[src/sv/d8ot_pkg.sv]
// Package for the dual 8-bit overflow timer.
// Holds the command codes, register indexes, offsets and the result word type.
// No dependencies; every other file of the block imports it.
package d8ot_pkg;

	// Command codes carried in the mode field.
	typedef enum logic [1:0] {
		MODE_TICK  = 2'd0,
		MODE_READ  = 2'd1,
		MODE_WRITE = 2'd2
	} mode_e_t;

	// Configuration register indexes.
	typedef enum logic {
		REG_TICK_DIVISOR = 1'b0,
		REG_IRQ_ENABLE   = 1'b1
	} cfg_reg_t;

	localparam int unsigned CFG_DATA_W = 16;
	localparam int unsigned DIV_W      = 16;
	localparam int unsigned BYTE_W     = 8;
	localparam int unsigned OFS_W      = 4;

	// Register offsets from the timer base.
	localparam logic [OFS_W-1:0] OFS_STATUS = 4'd2;
	localparam logic [OFS_W-1:0] OFS_COUNT  = 4'd8;

	// Overflow bit position in the status register.
	localparam int unsigned OVF_BIT = 5;

	localparam logic [DIV_W-1:0]  DIV_RESET = 16'd1024;
	localparam logic [BYTE_W-1:0] COUNT_MAX = 8'hFF;

	// One result word.
	typedef struct packed {
		logic [BYTE_W-1:0] read_data;
		logic              handled;
		logic              irq_request;
	} rsp_t;

endpackage

[src/sv/d8ot_ifs.sv]
// Handshake interfaces for the command and response channels of the timer.
// Depends on d8ot_pkg for the field widths.
interface d8ot_cmd_if
	import d8ot_pkg::*;
();
	logic              valid;
	logic              ready;
	logic [1:0]        mode;
	logic [OFS_W-1:0]  reg_offset;
	logic [BYTE_W-1:0] write_data;
	logic              interrupts_masked;

	modport source (output valid, mode, reg_offset, write_data, interrupts_masked,
		input ready);
	modport sink (input valid, mode, reg_offset, write_data, interrupts_masked,
		output ready);
endinterface

interface d8ot_rsp_if
	import d8ot_pkg::*;
();
	logic              valid;
	logic              ready;
	logic [BYTE_W-1:0] read_data;
	logic              handled;
	logic              irq_request;

	modport source (output valid, read_data, handled, irq_request, input ready);
	modport sink (input valid, read_data, handled, irq_request, output ready);
endinterface

[src/sv/dual_8bit_overflow_timer.sv]
// Dual 8-bit overflow timer: every command word (tick, register read or register write) is
// taken and updates the timer state at once, so one word can be accepted on every clock. Each
// word yields one result word, held in a two-entry output buffer; the command channel stalls
// only while both entries are full. Depends on d8ot_pkg and d8ot_ifs.
module dual_8bit_overflow_timer
	import d8ot_pkg::*;
#(
	parameter int CHANNELS = 2
) (
	input  logic                  clk,
	input  logic                  arst_n,
	input  logic                  cfg_we,
	input  logic                  cfg_index,
	input  logic [CFG_DATA_W-1:0] cfg_data,
	d8ot_cmd_if.sink              cmd,
	d8ot_rsp_if.source            rsp
);

	logic accept;
	logic buf_ready;
	rsp_t core_result;
	rsp_t out_word;

	assign cmd.ready = buf_ready;
	assign accept    = cmd.valid && buf_ready;

	// Timer state and per-word update.
	d8ot_core #(
		.CHANNELS(CHANNELS)
	) u_core (
		.clk               (clk),
		.arst_n            (arst_n),
		.cfg_we            (cfg_we),
		.cfg_index         (cfg_index),
		.cfg_data          (cfg_data),
		.accept            (accept),
		.mode              (cmd.mode),
		.reg_offset        (cmd.reg_offset),
		.write_data        (cmd.write_data),
		.interrupts_masked (cmd.interrupts_masked),
		.result            (core_result)
	);

	// Result buffering toward the response channel.
	d8ot_out_buf u_out_buf (
		.clk       (clk),
		.arst_n    (arst_n),
		.in_valid  (cmd.valid),
		.in_ready  (buf_ready),
		.in_data   (core_result),
		.out_valid (rsp.valid),
		.out_ready (rsp.ready),
		.out_data  (out_word)
	);

	assign rsp.read_data   = out_word.read_data;
	assign rsp.handled     = out_word.handled;
	assign rsp.irq_request = out_word.irq_request;

endmodule

[src/sv/d8ot_core.sv]
// Timer state and the single-pass update for one command word.
// Depends on d8ot_pkg; state advances on each accepted word, result is combinational.
module d8ot_core
	import d8ot_pkg::*;
#(
	parameter int CHANNELS = 2
) (
	input  logic                  clk,
	input  logic                  arst_n,
	input  logic                  cfg_we,
	input  logic                  cfg_index,
	input  logic [CFG_DATA_W-1:0] cfg_data,
	input  logic                  accept,
	input  logic [1:0]            mode,
	input  logic [OFS_W-1:0]      reg_offset,
	input  logic [BYTE_W-1:0]     write_data,
	input  logic                  interrupts_masked,
	output rsp_t                  result
);

	localparam int CW = (CHANNELS > 1) ? $clog2(CHANNELS) : 1;

	// Configuration registers.
	logic [DIV_W-1:0] tick_divisor_q;
	logic             irq_enable_q;

	// Per-channel state.
	logic [BYTE_W-1:0] count_q [CHANNELS];
	logic              ovf_q   [CHANNELS];
	logic [DIV_W-1:0]  phase_q [CHANNELS];
	logic [BYTE_W-1:0] status_q[CHANNELS];
	logic              armed_q;

	logic [BYTE_W-1:0] count_d [CHANNELS];
	logic              ovf_d   [CHANNELS];
	logic [DIV_W-1:0]  phase_d [CHANNELS];
	logic [BYTE_W-1:0] status_d[CHANNELS];
	logic              armed_d;

	logic [DIV_W-1:0] div_eff;
	logic [OFS_W-1:0] st_rel, cnt_rel;
	logic             st_hit, cnt_hit;
	logic [CW-1:0]    st_ch, cnt_ch;
	logic [DIV_W:0]   phase_inc [CHANNELS];

	// Configuration writes.
	always_ff @(posedge clk or negedge arst_n) begin
		if (!arst_n) begin
			tick_divisor_q <= DIV_RESET;
			irq_enable_q   <= 1'b0;
		end else if (cfg_we) begin
			case (cfg_reg_t'(cfg_index))
				REG_TICK_DIVISOR: tick_divisor_q <= cfg_data[DIV_W-1:0];
				REG_IRQ_ENABLE:   irq_enable_q   <= cfg_data[0];
				default:          ;
			endcase
		end
	end

	// A zero divisor steps on every tick.
	assign div_eff = (tick_divisor_q == '0) ? DIV_W'(1) : tick_divisor_q;

	// Offset decode for the status and counter register pairs.
	assign st_rel  = reg_offset - OFS_STATUS;
	assign cnt_rel = reg_offset - OFS_COUNT;
	assign st_hit  = (reg_offset >= OFS_STATUS) && (st_rel < OFS_W'(CHANNELS))
		&& (st_rel < OFS_W'(2));
	assign cnt_hit = (reg_offset >= OFS_COUNT) && (cnt_rel < OFS_W'(CHANNELS))
		&& (cnt_rel < OFS_W'(2));
	assign st_ch   = st_rel[CW-1:0];
	assign cnt_ch  = cnt_rel[CW-1:0];

	// Next state and result for the word at the input.
	always_comb begin
		count_d  = count_q;
		ovf_d    = ovf_q;
		phase_d  = phase_q;
		status_d = status_q;
		armed_d  = armed_q;
		result   = '0;
		for (int i = 0; i < CHANNELS; i++) begin
			phase_inc[i] = {1'b0, phase_q[i]} + (DIV_W+1)'(1);
		end
		case (mode_e_t'(mode))
			MODE_TICK: begin
				for (int i = 0; i < CHANNELS; i++) begin
					if (phase_inc[i] >= {1'b0, div_eff}) begin
						phase_d[i] = '0;
						count_d[i] = count_q[i] + BYTE_W'(1);
						if (count_q[i] == COUNT_MAX) begin
							ovf_d[i] = 1'b1;
						end
					end else begin
						phase_d[i] = phase_inc[i][DIV_W-1:0];
					end
				end
				// Channel 0 fires once per arming after its counter overflows.
				if (armed_q && ovf_d[0] && !interrupts_masked) begin
					armed_d            = 1'b0;
					result.irq_request = irq_enable_q;
				end
			end
			MODE_READ: begin
				if (st_hit) begin
					result.read_data          = status_q[st_ch];
					result.read_data[OVF_BIT] = status_q[st_ch][OVF_BIT] | ovf_q[st_ch];
					result.handled            = 1'b1;
				end else if (cnt_hit) begin
					result.read_data = count_q[cnt_ch];
					result.handled   = 1'b1;
				end
			end
			MODE_WRITE: begin
				if (cnt_hit) begin
					count_d[cnt_ch] = write_data;
					phase_d[cnt_ch] = '0;
					ovf_d[cnt_ch]   = 1'b0;
					if (cnt_ch == CW'(0)) begin
						armed_d = 1'b1;
					end
					result.handled = 1'b1;
				end else if (st_hit) begin
					// Writing the overflow bit as zero acknowledges a pending overflow.
					if (!write_data[OVF_BIT] && ovf_q[st_ch]) begin
						ovf_d[st_ch]   = 1'b0;
						phase_d[st_ch] = '0;
						if (st_ch == CW'(0)) begin
							armed_d = 1'b1;
						end
					end
					status_d[st_ch]          = write_data;
					status_d[st_ch][OVF_BIT] = 1'b0;
					result.handled           = 1'b1;
				end
			end
			default: ;
		endcase
	end

	// State registers advance only on an accepted word.
	always_ff @(posedge clk or negedge arst_n) begin
		if (!arst_n) begin
			for (int i = 0; i < CHANNELS; i++) begin
				count_q[i]  <= '0;
				ovf_q[i]    <= 1'b0;
				phase_q[i]  <= '0;
				status_q[i] <= '0;
			end
			armed_q <= 1'b0;
		end else if (accept) begin
			count_q  <= count_d;
			ovf_q    <= ovf_d;
			phase_q  <= phase_d;
			status_q <= status_d;
			armed_q  <= armed_d;
		end
	end

endmodule

[src/sv/d8ot_out_buf.sv]
// Two-entry output buffer for result words: a main register and a skid register.
// Depends on d8ot_pkg for the result word type.
module d8ot_out_buf
	import d8ot_pkg::*;
(
	input  logic clk,
	input  logic arst_n,
	input  logic in_valid,
	output logic in_ready,
	input  rsp_t in_data,
	output logic out_valid,
	input  logic out_ready,
	output rsp_t out_data
);

	logic main_v_q, skid_v_q;
	rsp_t main_q, skid_q;
	logic push, pop;

	assign in_ready  = !skid_v_q;
	assign push      = in_valid && !skid_v_q;
	assign pop       = main_v_q && out_ready;
	assign out_valid = main_v_q;
	assign out_data  = main_q;

	// Valid flags.
	always_ff @(posedge clk or negedge arst_n) begin
		if (!arst_n) begin
			main_v_q <= 1'b0;
			skid_v_q <= 1'b0;
		end else if (pop) begin
			if (skid_v_q) begin
				skid_v_q <= 1'b0;
			end else begin
				main_v_q <= push;
			end
		end else if (push) begin
			if (!main_v_q) begin
				main_v_q <= 1'b1;
			end else begin
				skid_v_q <= 1'b1;
			end
		end
	end

	// Word storage; the skid word moves up when the main word leaves.
	always_ff @(posedge clk) begin
		if (pop) begin
			if (skid_v_q) begin
				main_q <= skid_q;
			end else if (push) begin
				main_q <= in_data;
			end
		end else if (push) begin
			if (!main_v_q) begin
				main_q <= in_data;
			end else begin
				skid_q <= in_data;
			end
		end
	end

endmodule
[src/flat_wrapper.sv]
// flat-port wrapper written by rule: the top's interface ports become plain ports
module dual_8bit_overflow_timer_flat import d8ot_pkg::*;
#(
	parameter int CHANNELS = 2
)
  (clk, arst_n, cfg_we, cfg_index, cfg_data, cmd_valid, cmd_mode, cmd_reg_offset, cmd_write_data, cmd_interrupts_masked, cmd_ready, rsp_valid, rsp_read_data, rsp_handled, rsp_irq_request, rsp_ready);
  d8ot_cmd_if cmd_i ();
  d8ot_rsp_if rsp_i ();
  input  logic clk;
  input  logic arst_n;
  input  logic cfg_we;
  input  logic cfg_index;
  input  logic [CFG_DATA_W-1:0] cfg_data;
  input wire logic [$bits(cmd_i.valid)-1:0] cmd_valid;
  input wire logic [$bits(cmd_i.mode)-1:0] cmd_mode;
  input wire logic [$bits(cmd_i.reg_offset)-1:0] cmd_reg_offset;
  input wire logic [$bits(cmd_i.write_data)-1:0] cmd_write_data;
  input wire logic [$bits(cmd_i.interrupts_masked)-1:0] cmd_interrupts_masked;
  output wire logic [$bits(cmd_i.ready)-1:0] cmd_ready;
  output wire logic [$bits(rsp_i.valid)-1:0] rsp_valid;
  output wire logic [$bits(rsp_i.read_data)-1:0] rsp_read_data;
  output wire logic [$bits(rsp_i.handled)-1:0] rsp_handled;
  output wire logic [$bits(rsp_i.irq_request)-1:0] rsp_irq_request;
  input wire logic [$bits(rsp_i.ready)-1:0] rsp_ready;
  assign cmd_i.valid = cmd_valid;
  assign cmd_i.mode = cmd_mode;
  assign cmd_i.reg_offset = cmd_reg_offset;
  assign cmd_i.write_data = cmd_write_data;
  assign cmd_i.interrupts_masked = cmd_interrupts_masked;
  assign cmd_ready = cmd_i.ready;
  assign rsp_valid = rsp_i.valid;
  assign rsp_read_data = rsp_i.read_data;
  assign rsp_handled = rsp_i.handled;
  assign rsp_irq_request = rsp_i.irq_request;
  assign rsp_i.ready = rsp_ready;
  dual_8bit_overflow_timer #(.CHANNELS(CHANNELS)) u_core (.clk(clk), .arst_n(arst_n), .cfg_we(cfg_we), .cfg_index(cfg_index), .cfg_data(cfg_data), .cmd(cmd_i), .rsp(rsp_i));
endmodule
[config.mk]
export PLATFORM = sky130hd
export DESIGN_NAME = dual_8bit_overflow_timer_flat
export DESIGN_NICKNAME = d
export VERILOG_FILES = /design/src/sv/d8ot_pkg.sv /design/src/sv/d8ot_ifs.sv /design/src/sv/dual_8bit_overflow_timer.sv /design/src/sv/d8ot_core.sv /design/src/sv/d8ot_out_buf.sv /design/src/flat_wrapper.sv
export SDC_FILE = /design/constraint.sdc
export NUM_CORES = 1
export LEC_CHECK = 0
export ABC_CLOCK_PERIOD_IN_PS = 4200
export BUFFER_PORTS_ARGS = -buffer_cell sky130_fd_sc_hd__buf_2
export CAP_MARGIN = 20
export CORE_MARGIN = 3
export CORE_UTILIZATION = 30
export CTS_CLUSTER_DIAMETER = 60
export DETAILED_ROUTE_END_ITERATION = 12
export PLACE_DENSITY = 0.45
export SETUP_SLACK_MARGIN = 0.02
export SYNTH_ARGS = -nofsm -noshare
export SYNTH_HDL_FRONTEND = slang
export SYNTH_SLANG_ARGS = --single-unit
export TNS_END_PERCENT = 1
[constraint.sdc]
create_clock -name clk -period 4.2 [get_ports clk]
set_clock_uncertainty 0.2 [all_clocks]
set_input_delay 0.84 -clock clk [delete_from_list [all_inputs] [get_ports clk]]
set_output_delay 0.84 -clock clk [all_outputs]
set_load 0.01 [all_outputs]
==> flow_summary.yaml, run 1 <==
run_status:
  run_status: "finished clean"
place:
  dp.cells: 954
  hpwl_um: 12300
  place_congestion: 0.810
  dpl_cell_area_mm2: 0.00694
  port-buffer-count: 48
  place_ws_ns: 0.396
drt:
  via_per_inst: 5.15
  routedWlPerCell_um: 16.9
  ant_nets: 0
  wl_um: 16400
  detailedRoute.firstPassIterationCount: 5
  drc: 0
  vias: 4996
  drt_iter0_markers: 285
synthesis:
  async_flop_share: 0.811
  yosys-top-cells-area: "dfrtp_1 (33%), edfxtp_1 (9.4%), ha_1 (7.8%)"
  ys_warn_count: 0
  synth_nets: 726
  ys_types: 59
  syn_area_mm2: 0.00638
  syn-instance-count: 649
  synthFlopType: "dfrtp_1"
  ys_seq_area_frac: 0.432
  syn_area_per_cell_um2: 9.83
  synth_top_cell_area_share: 0.333
  synth_edf_count: 20
  synth-seq-cells: 106
  synth_top_area_cell: "dfrtp_1"
global_route:
  gr-total-overflow: 0
  grtUsageTotal: 0.142
  grt_antenna_before_repair: 0
  grt_max_degree: 66
  grt_pass1_wl_um: 26600
  first_global_vias: 4943
sta:
  fmax_mhz: 271
  setup_viol: 0
  grt_setup_unrepaired: "no"
  maxSlewHeadroom: 0.326
  maxSlewViolCount: 0
  worst_slack_ns: 0.512
  period_minus_slack_ns: 3.69
  hold_violations: 0
  final.period_utilization: 0.878
  setup_tns_ns: 0
  worst_slew_pin_slew_ns: 1.01
pwr:
  powerDensity_mw_per_mm2: 407
  ir_worst_vdd_v: 0.000191
  power.static_leakage_nw: 3.34
floorplan:
  die_area_mm2: 0.0231
  io_pins: 49
  initial_core_util: 0.310
  die_w_um: 152
  rows: 52
  fp.dieH_um: 152
  design.core.area_mm2: 0.0206
critical_path:
  crit_path_max_fanout: 6
  slowest_delay_ns: 0.44
  reg2reg_from: "u_core.u_core.phase_q[18]$_DFFE_PN0P_"
  crit_arrival_ns: 3.72
  crit_buf_inv: 1
  end_kind: "register"
  crit_required_ns: 4.23
  cp_top_family: "simple AND/OR/NAND/NOR gates"
  cp.depth: 14
  crit_slowest_cell: "dfrtp_1"
  ff2ff_setup_slack_ns: 0.51
  r2r_end: "u_core.u_out_buf.skid_q[0]$_DFFE_PP_"
  start_kind: "register"
  endpoint: "u_core.u_out_buf.skid_q[0]$_DFFE_PP_"
  path_cells: "nand4_2 -> nor2_1 -> and4_1 -> nand3_1 -> nor2_1 -> xor2_1 -> ha_1 -> nand3_1 -> nor4_1 -> a211oi_1 -> buf_4 -> and2_1 -> o31ai_4 -> and4_1"
  startpoint: "u_core.u_core.phase_q[18]$_DFFE_PN0P_"
  r2r_cells: 14
  crit_type: "register to register"
layout:
  nNetsFinal: 773
  final_common_cell: "nand2_1"
  syn_to_final_growth_pct: 13.5
  fin_area_mm2: 0.00724
  diodes: 0
  final_cells: 971
  final_cell_mix: "nand2_1 (88), dfrtp_1 (85), buf_2 (47)"
  fin_util: 0.352
  drive_above_1_share: 0.174
cts:
  clock_sinks: 106
  cts.clk_slew.worst_paths_ns: 0.08
  h-tree-depth: 3
  post_cts_resize_count: 0
  clockRootBuffer: "clkbuf_16"
  cts_buffer_depth: 2
  insertion_delay_ns: 0.36
  numCtsBuffers: 9
  cts_tree: "built"
run:
  max_cap_violations: 0
hold_path:
  hold_path.class: "register to register"
## report_power, final
part           internal [W]  switching (W)
Combinational      0.000319       0.000447
Sequential          0.00123       0.000131
Clock              0.000411       0.000417
## through the flow
| step | hold WS (ns) | power, W |
|---|---|---|
| 6_report | 0.309 | 0.00295 |
| 5_1_grt | 0.323 | 0.00315 |
| 4_1_cts | 0.309 | 0.00300 |
| 3_5_place_dp | 0.287 | 0.00215 |
| 3_3_place_gp | 0.288 | 0.00212 |
| 2_1_floorplan | 0.261 | 0.00187 |
## final cells by class
type | instances | area, µm²
Clock buffer | 10 | 229
Multi-Input combinational cell | 486 | 3390
Inverter | 30 | 113
Clock inverter | 6 | 50.0
Sequential cell | 106 | 2750
Timing Repair Buffer | 63 | 368
Fill cell | 2170 | 13300
Tap cell | 270 | 338
## cell families after synthesis
group	count (synthesis)	share of synthesized area
buffers and inverters	57	0.0371
xor gates and xnor gates	26	0.0357
AOI/OAI and AO/OA	117	0.131
DFF	106	0.432
and+or+nand+nor	254	0.204
muxes	49	0.0818
adders and majority gates	40	0.0784
## sequential cells by signal (all words and copies together), names as in the netlist
name                          cells
u_core.u_core.armed_q             1
u_core.u_core.count_q            16
u_core.u_core.irq_enable_q        1
u_core.u_core.ovf_q               2
u_core.u_core.phase_q            32
u_core.u_core.status_q           16
u_core.u_core.tick_divisor_q     16
u_core.u_out_buf.out_data        10
u_core.u_out_buf.out_valid        1
u_core.u_out_buf.skid_q          10
u_core.u_out_buf.skid_v_q         1
## layer usage
layer	share of wire	wire [µm]	GRT usage	up-vias
met5	0	0	0	-
met4	0.011	184	0.0313	0
met3	0.033	536	0.0267	15
met2	0.50	8140	0.243	98
met1	0.46	7540	0.186	2424
li1	-	-	-	2459
## timing repair
item,in CTS,in global routing
hold buffers,0,0
buffers inserted,0,1
setup endpoints to repair,0,5
## how the worst min path moves through the flow
stage                                            from                                      to  slack (ns)  cells past startpoint
3_3_place_gp   u_core.u_core.status_q[13]$_DFFE_PN0P_  u_core.u_core.status_q[13]$_DFFE_PN0P_        0.29                      1
4_1_cts         u_core.u_core.status_q[5]$_DFFE_PN0P_   u_core.u_core.status_q[5]$_DFFE_PN0P_        0.31                      1
5_1_grt         u_core.u_core.status_q[9]$_DFFE_PN0P_   u_core.u_core.status_q[9]$_DFFE_PN0P_        0.32                      1
3_5_place_dp    u_core.u_core.phase_q[13]$_DFFE_PN0P_   u_core.u_core.phase_q[13]$_DFFE_PN0P_        0.29                      2
6_report        u_core.u_core.status_q[9]$_DFFE_PN0P_   u_core.u_core.status_q[9]$_DFFE_PN0P_        0.31                      1
2_1_floorplan   u_core.u_core.phase_q[13]$_DFFE_PN0P_   u_core.u_core.phase_q[13]$_DFFE_PN0P_        0.26                      2
## cell usage after synthesis, types with 9 or more instances
library cell	count
xor2_1	14
nand2_1	88
and2_1	9
and3_1	9
a21oi_1	24
nand4_1	20
xnor2_1	12
dfrtp_1	85
ha_1	40
inv_1	30
clkbuf_1	18
mux2i_1	24
a32o_1	13
nand3_1	35
nor2_1	27
mux2_2	25
o21ai_0	34
nor3_1	21
edfxtp_1	20
(Power assumes the default switching activity.)
==> inputs of run 2 (changes only) <==
--- a/config.mk
+++ b/config.mk
@@ -10,6 +10,7 @@
 export CAP_MARGIN = 20
 export CORE_MARGIN = 3
 export CORE_UTILIZATION = 30
+export CTS_BUF_LIST = sky130_fd_sc_hd__clkbuf_8
 export CTS_CLUSTER_DIAMETER = 60
 export DETAILED_ROUTE_END_ITERATION = 12
 export PLACE_DENSITY = 0.45
==> run 2 against run 1 <==
Critical path depth did not move. Critical endpoint unchanged. Largest cell class unchanged. Final cell count unchanged. Final area decreased by 1.4%. Fmax barely moved.
==> flow_summary.yaml, run 2 (synthesis gave the netlist of run 1 again) <==
run_status:
  run_status: "finished clean"
sta:
  grt_setup_unrepaired: "no"
  period_minus_slack_ns: 3.69
  fmax_mhz: 271
  setup_tns_ns: 0
  maxSlewViolCount: 0
  hold_violations: 0
  final.period_utilization: 0.878
  setup_viol: 0
  maxSlewHeadroom: 0.319
  worst_slack_ns: 0.510
  worst_slew_pin_slew_ns: 1.02
pwr:
  powerDensity_mw_per_mm2: 383
  pwr-share-comb: 0.280
  p_int_w: 0.00177
  p_switching_w: 0.000969
  power.share.clock: 0.224
  pwr-share-seq: 0.496
  swShare: 0.354
  power.static_leakage_nw: 3.30
  ir_worst_vdd_v: 0.000176
layout:
  diodes: 0
  final_common_cell: "nand2_1"
  regMostFlops: "u_core.u_core.phase_q"
  drive_above_1_share: 0.174
  syn_to_final_growth_pct: 11.9
  nNetsFinal: 773
  final_cells: 971
  largest_register_ffs: 32
  final_cell_mix: "nand2_1 (88), dfrtp_1 (85), buf_2 (47)"
floorplan:
  rows: 52
  initial_core_util: 0.310
  fp.dieH_um: 152
  design.core.area_mm2: 0.0206
  die_w_um: 152
  die_area_mm2: 0.0231
  io_pins: 49
global_route:
  grt_max_degree: 66
  grtUsageTotal: 0.142
  grt_antenna_before_repair: 0
  gr-total-overflow: 0
  first_global_vias: 4940
  grt_pass1_wl_um: 26500
place:
  dp.cells: 954
  hpwl_um: 12300
  port-buffer-count: 48
  place_ws_ns: 0.396
  place_congestion: 0.810
drt:
  vias: 4977
  wl_um: 16400
  detailedRoute.firstPassIterationCount: 5
  ant_nets: 0
  drc: 0
  via_per_inst: 5.13
  routedWlPerCell_um: 16.9
  drt_iter0_markers: 267
cts:
  numCtsBuffers: 9
  h-tree-depth: 3
  clock_sinks: 106
  clockRootBuffer: "clkbuf_8"
  cts.clk_slew.worst_paths_ns: 0.11
  cts_buffer_depth: 2
  insertion_delay_ns: 0.40
  postCtsHoldBufs: 0
  cts_tree: "built"
run:
  max_cap_violations: 0
critical_path:
  crit_arrival_ns: 3.76
  end_kind: "register"
  ff2ff_setup_slack_ns: 0.51
  crit_type: "register to register"
  start_kind: "register"
  crit_required_ns: 4.27
  reg2reg_from: "u_core.u_core.phase_q[18]$_DFFE_PN0P_"
  crit_path_max_fanout: 6
  r2r_cells: 14
  r2r_end: "u_core.u_out_buf.skid_q[0]$_DFFE_PP_"
hold_path:
  hold_path.class: "register to register"
  min_path_cells: 1
  holdPathEnd: "u_core.u_core.status_q[9]$_DFFE_PN0P_"
  hp-start: "u_core.u_core.status_q[9]$_DFFE_PN0P_"
-- run 2: worst max path at each step --
stage / cells after the start / start / slack [ns] / endpoint
2_1_floorplan: 14 / u_core.u_core.phase_q[18]$_DFFE_PN0P_ / 0.77 / u_core.u_out_buf.skid_q[0]$_DFFE_PP_
3_3_place_gp: 14 / u_core.u_core.phase_q[18]$_DFFE_PN0P_ / 0.57 / u_core.u_core.count_q[13]$_DFFE_PN0P_
3_5_place_dp: 14 / u_core.u_core.phase_q[18]$_DFFE_PN0P_ / 0.40 / u_core.u_core.count_q[14]$_DFFE_PN0P_
4_1_cts: 14 / u_core.u_core.phase_q[18]$_DFFE_PN0P_ / 0.37 / u_core.u_core.count_q[14]$_DFFE_PN0P_
5_1_grt: 14 / u_core.u_core.phase_q[18]$_DFFE_PN0P_ / 0.10 / u_core.u_out_buf.skid_q[0]$_DFFE_PP_
6_report: 14 / u_core.u_core.phase_q[18]$_DFFE_PN0P_ / 0.51 / u_core.u_out_buf.skid_q[0]$_DFFE_PP_
-- run 2: timing repair --
action | in CTS | in global routing
setup buffers | 0 | 1
setup endpoints to repair | 0 | 5
gates resized for setup | 0 | 0
-- run 2: metal layers --
metal  vias to the layer above  share of wire  GRT usage
met1                      2429           0.46      0.186
met5                         -              0          0
li1                       2452              -          -
met4                         0          0.012     0.0308
met2                        80           0.49      0.241
met3                        16          0.032     0.0319
-- run 2: worst max-delay path, stage by stage (launching register included) --
cell      delay, ns
dfrtp_1        0.46
nand4_2        0.20
nor2_1         0.17
and4_1         0.28
nand3_1        0.21
nor2_1         0.22
xor2_1         0.10
ha_1           0.30
nand3_1        0.12
nor4_1         0.33
a211oi_1       0.12
buf_4          0.16
and2_1         0.18
o31ai_4        0.31
and4_1         0.22
-- run 2: per-stage QoR --
stage	cell area (µm²)	util	power [W]	hold slack (ns)
after floorplan	6380	-	0.00187	0.261
after global placement	6940	0.338	0.00212	0.288
after detailed placement	6940	0.338	0.00215	0.287
after CTS	7120	0.346	0.00279	0.319
after global routing	7140	0.347	0.00294	0.332
final	7140	0.347	0.00274	0.317
-- run 2: final cells by class --
type / count / area, µm²
tap: 270 / 338
timing repair buffer: 63 / 368
inverter: 30 / 113
sequential: 106 / 2750
clock buffer: 9 / 124
fill: 2181 / 13400
multi-input combinational: 486 / 3390
clock inverter: 7 / 53.8
-- run 2: power groups by stage --
stage / Sequential, W / Combinational, W / Clock, W
after global routing: 0.00138 / 0.000875 / 0.000686
after floorplan: 0.00137 / 0.000501 / 0
after detailed placement: 0.00138 / 0.000774 / 0
after CTS: 0.00136 / 0.000779 / 0.000650
after global placement: 0.00137 / 0.000750 / 0
final: 0.00136 / 0.000767 / 0.000611
==> inputs of run 3 (changes only) <==
--- a/config.mk
+++ b/config.mk
@@ -6,7 +6,7 @@
 export NUM_CORES = 1
 export LEC_CHECK = 0
 export ABC_CLOCK_PERIOD_IN_PS = 4200
-export BUFFER_PORTS_ARGS = -buffer_cell sky130_fd_sc_hd__buf_2
+export BUFFER_PORTS_ARGS = -buffer_cell sky130_fd_sc_hd__buf_4
 export CAP_MARGIN = 20
 export CORE_MARGIN = 3
 export CORE_UTILIZATION = 30
==> run 3 against run 2 <==
Setup slack got worse by 0.12 ns. Via count grew 1.5%. Final area up 2.0%. Count of clock-buffer cells in the layout did not move. Sequential cell count unchanged. Non-clock buffer count unchanged. Critical path type unchanged.
==> flow_summary.yaml, run 3 (synthesis gave the netlist of run 1 again) <==
sta:
  period_minus_slack_ns: 3.81
  maxSlewHeadroom: 0.295
  fmax_mhz: 262
  hold_violations: 0
  setup_viol: 0
  setup_tns_ns: 0
  final.period_utilization: 0.907
  worst_slew_pin_slew_ns: 1.06
  whs_ns: 0.112
  grt_setup_unrepaired: "no"
  maxSlewViolCount: 0
layout:
  drive_above_1_share: 0.177
  fillers: 2122
  regMostFlops: "u_core.u_core.phase_q"
  final_cell_mix: "nand2_1 (88), dfrtp_1 (85), buf_4 (62)"
  diodes: 0
  syn_to_final_growth_pct: 14.2
  nNetsFinal: 773
  final_common_cell: "nand2_1"
  largest_register_ffs: 32
hold_path:
  hold_path.class: "input pin to async pin"
floorplan:
  design.core.area_mm2: 0.0206
  io_pins: 49
  initial_core_util: 0.310
  die_area_mm2: 0.0231
  rows: 52
  die_w_um: 152
  fp.dieH_um: 152
drt:
  ant_nets: 0
  routedWlPerCell_um: 17.0
  wl_um: 16500
  drc: 0
  vias: 5050
  drt_iter0_markers: 210
  via_per_inst: 5.20
  detailedRoute.firstPassIterationCount: 4
pwr:
  power.static_leakage_nw: 3.35
  ir_worst_vdd_v: 0.000182
  powerDensity_mw_per_mm2: 385
  design_power_total_w: 0.00281
cts:
  clockRootBuffer: "clkbuf_8"
  cts_tree: "built"
  post_cts_resize_count: 0
  cts_buffer_depth: 2
  h-tree-depth: 3
  numCtsBuffers: 9
  insertion_delay_ns: 0.40
  cts.clk_slew.worst_paths_ns: 0.12
  postCtsHoldBufs: 0
  clock_sinks: 106
  post-cts-setup-buffers: 0
critical_path:
  cp_common_cell: "nand3_1"
  start_kind: "register"
  r2r_cells: 14
  end_kind: "register"
  crit_path_max_fanout: 17
  ff2ff_setup_slack_ns: 0.39
  path_cells: "nand4_2 -> nor2_1 -> and4_1 -> nand3_1 -> nor2_1 -> xor2_1 -> ha_1 -> nand3_1 -> nor4_1 -> a211oi_1 -> buf_4 -> a31oi_4 -> mux2i_1 -> nand3_1"
  reg2reg_from: "u_core.u_core.phase_q[18]$_DFFE_PN0P_"
  slowest_delay_ns: 0.49
  r2r_end: "u_core.u_core.count_q[12]$_DFFE_PN0P_"
  crit_type: "register to register"
  crit_arrival_ns: 3.89
  crit_required_ns: 4.28
  crit_slowest_cell: "a31oi_4"
run:
  max_cap_violations: 0
global_route:
  grt_max_degree: 75
  first_global_vias: 5104
  grt_antenna_before_repair: 0
  grt_pass1_wl_um: 27300
  gr-total-overflow: 0
  grtUsageTotal: 0.144
run_status:
  run_status: "finished clean"
place:
  hpwl_um: 12300
  port-buffer-count: 48
  place_congestion: 0.827
## run 3: changes by cell type in the layout (fill, tap and decap cells not counted)
cell      previous run  this run
buf_2               47         0
buf_4               15        62
clkinv_4             3         1
buf_12               1         0
buf_16               0         1
clkinv_1             1         0
clkinv_2             0         1
clkinv_8             0         1
inv_1               31        30
inv_6                1         2
inv_8                1         2
## run 3: power by group
group          internal (W)  switching (W)
Clock              0.000234       0.000413
Sequential          0.00123       0.000132
Combinational      0.000351       0.000449
## run 3: worst max-delay path by stage
| stage | from | endpoint | slack (ns) | cells after the start |
|---|---|---|---|---|
| after global routing | u_core.u_core.phase_q[18]$_DFFE_PN0P_ | u_core.u_core.count_q[12]$_DFFE_PN0P_ | 0.10 | 14 |
| after CTS | u_core.u_core.phase_q[18]$_DFFE_PN0P_ | u_core.u_core.count_q[12]$_DFFE_PN0P_ | 0.41 | 14 |
| after floorplan | u_core.u_core.phase_q[18]$_DFFE_PN0P_ | u_core.u_out_buf.skid_q[0]$_DFFE_PP_ | 0.77 | 14 |
| after detailed placement | u_core.u_core.phase_q[18]$_DFFE_PN0P_ | u_core.u_core.count_q[12]$_DFFE_PN0P_ | 0.44 | 14 |
| final | u_core.u_core.phase_q[18]$_DFFE_PN0P_ | u_core.u_core.count_q[12]$_DFFE_PN0P_ | 0.39 | 14 |
| after global placement | u_core.u_core.phase_q[18]$_DFFE_PN0P_ | u_core.u_core.count_q[14]$_DFFE_PN0P_ | 0.58 | 14 |
## run 3: routing by layer
metal  track usage  vias to the layer above  routed length [µm]
met1         0.189                     2500                7500
met2         0.247                       86                8270
met4        0.0347                        0                 228
li1              -                     2450                   -
met3        0.0293                       14                 513
met5             0                        -                   0
## run 3: worst max-delay path, delay by kind of cell, from the launching register on
kind | cells | cell delay [ns]
AO/OA/AOI/OAI | 2 | 0.62
multiplexers | 1 | 0.26
XOR/XNOR | 1 | 0.10
adder cells (fa/ha/maj) | 1 | 0.30
flip-flops | 1 | 0.47
buffers and inverters | 1 | 0.16
AND/OR/NAND/NOR | 8 | 1.59
## run 3: final cells by class
cell class / count / area, µm² / share of cell area
Multi-Input combinational cell: 486 / 3390 / 0.466
Clock buffer: 9 / 124 / 0.0170
Clock inverter: 7 / 70.1 / 0.00962
Tap cell: 270 / 338 / 0.0464
Inverter: 30 / 113 / 0.0155
Timing Repair Buffer: 63 / 493 / 0.0677
Sequential cell: 106 / 2750 / 0.378
## run 3: through the flow
stage / cell area (µm²) / worst slack [ns] / instances / util
after detailed placement: 7060 / 0.441 / 954 / 0.343
after global routing: 7280 / 0.102 / 971 / 0.354
final: 7280 / 0.389 / 971 / 0.354
after floorplan: 6380 / 0.768 / 649 / -
after global placement: 7060 / 0.582 / 954 / 0.343
after CTS: 7260 / 0.413 / 970 / 0.353
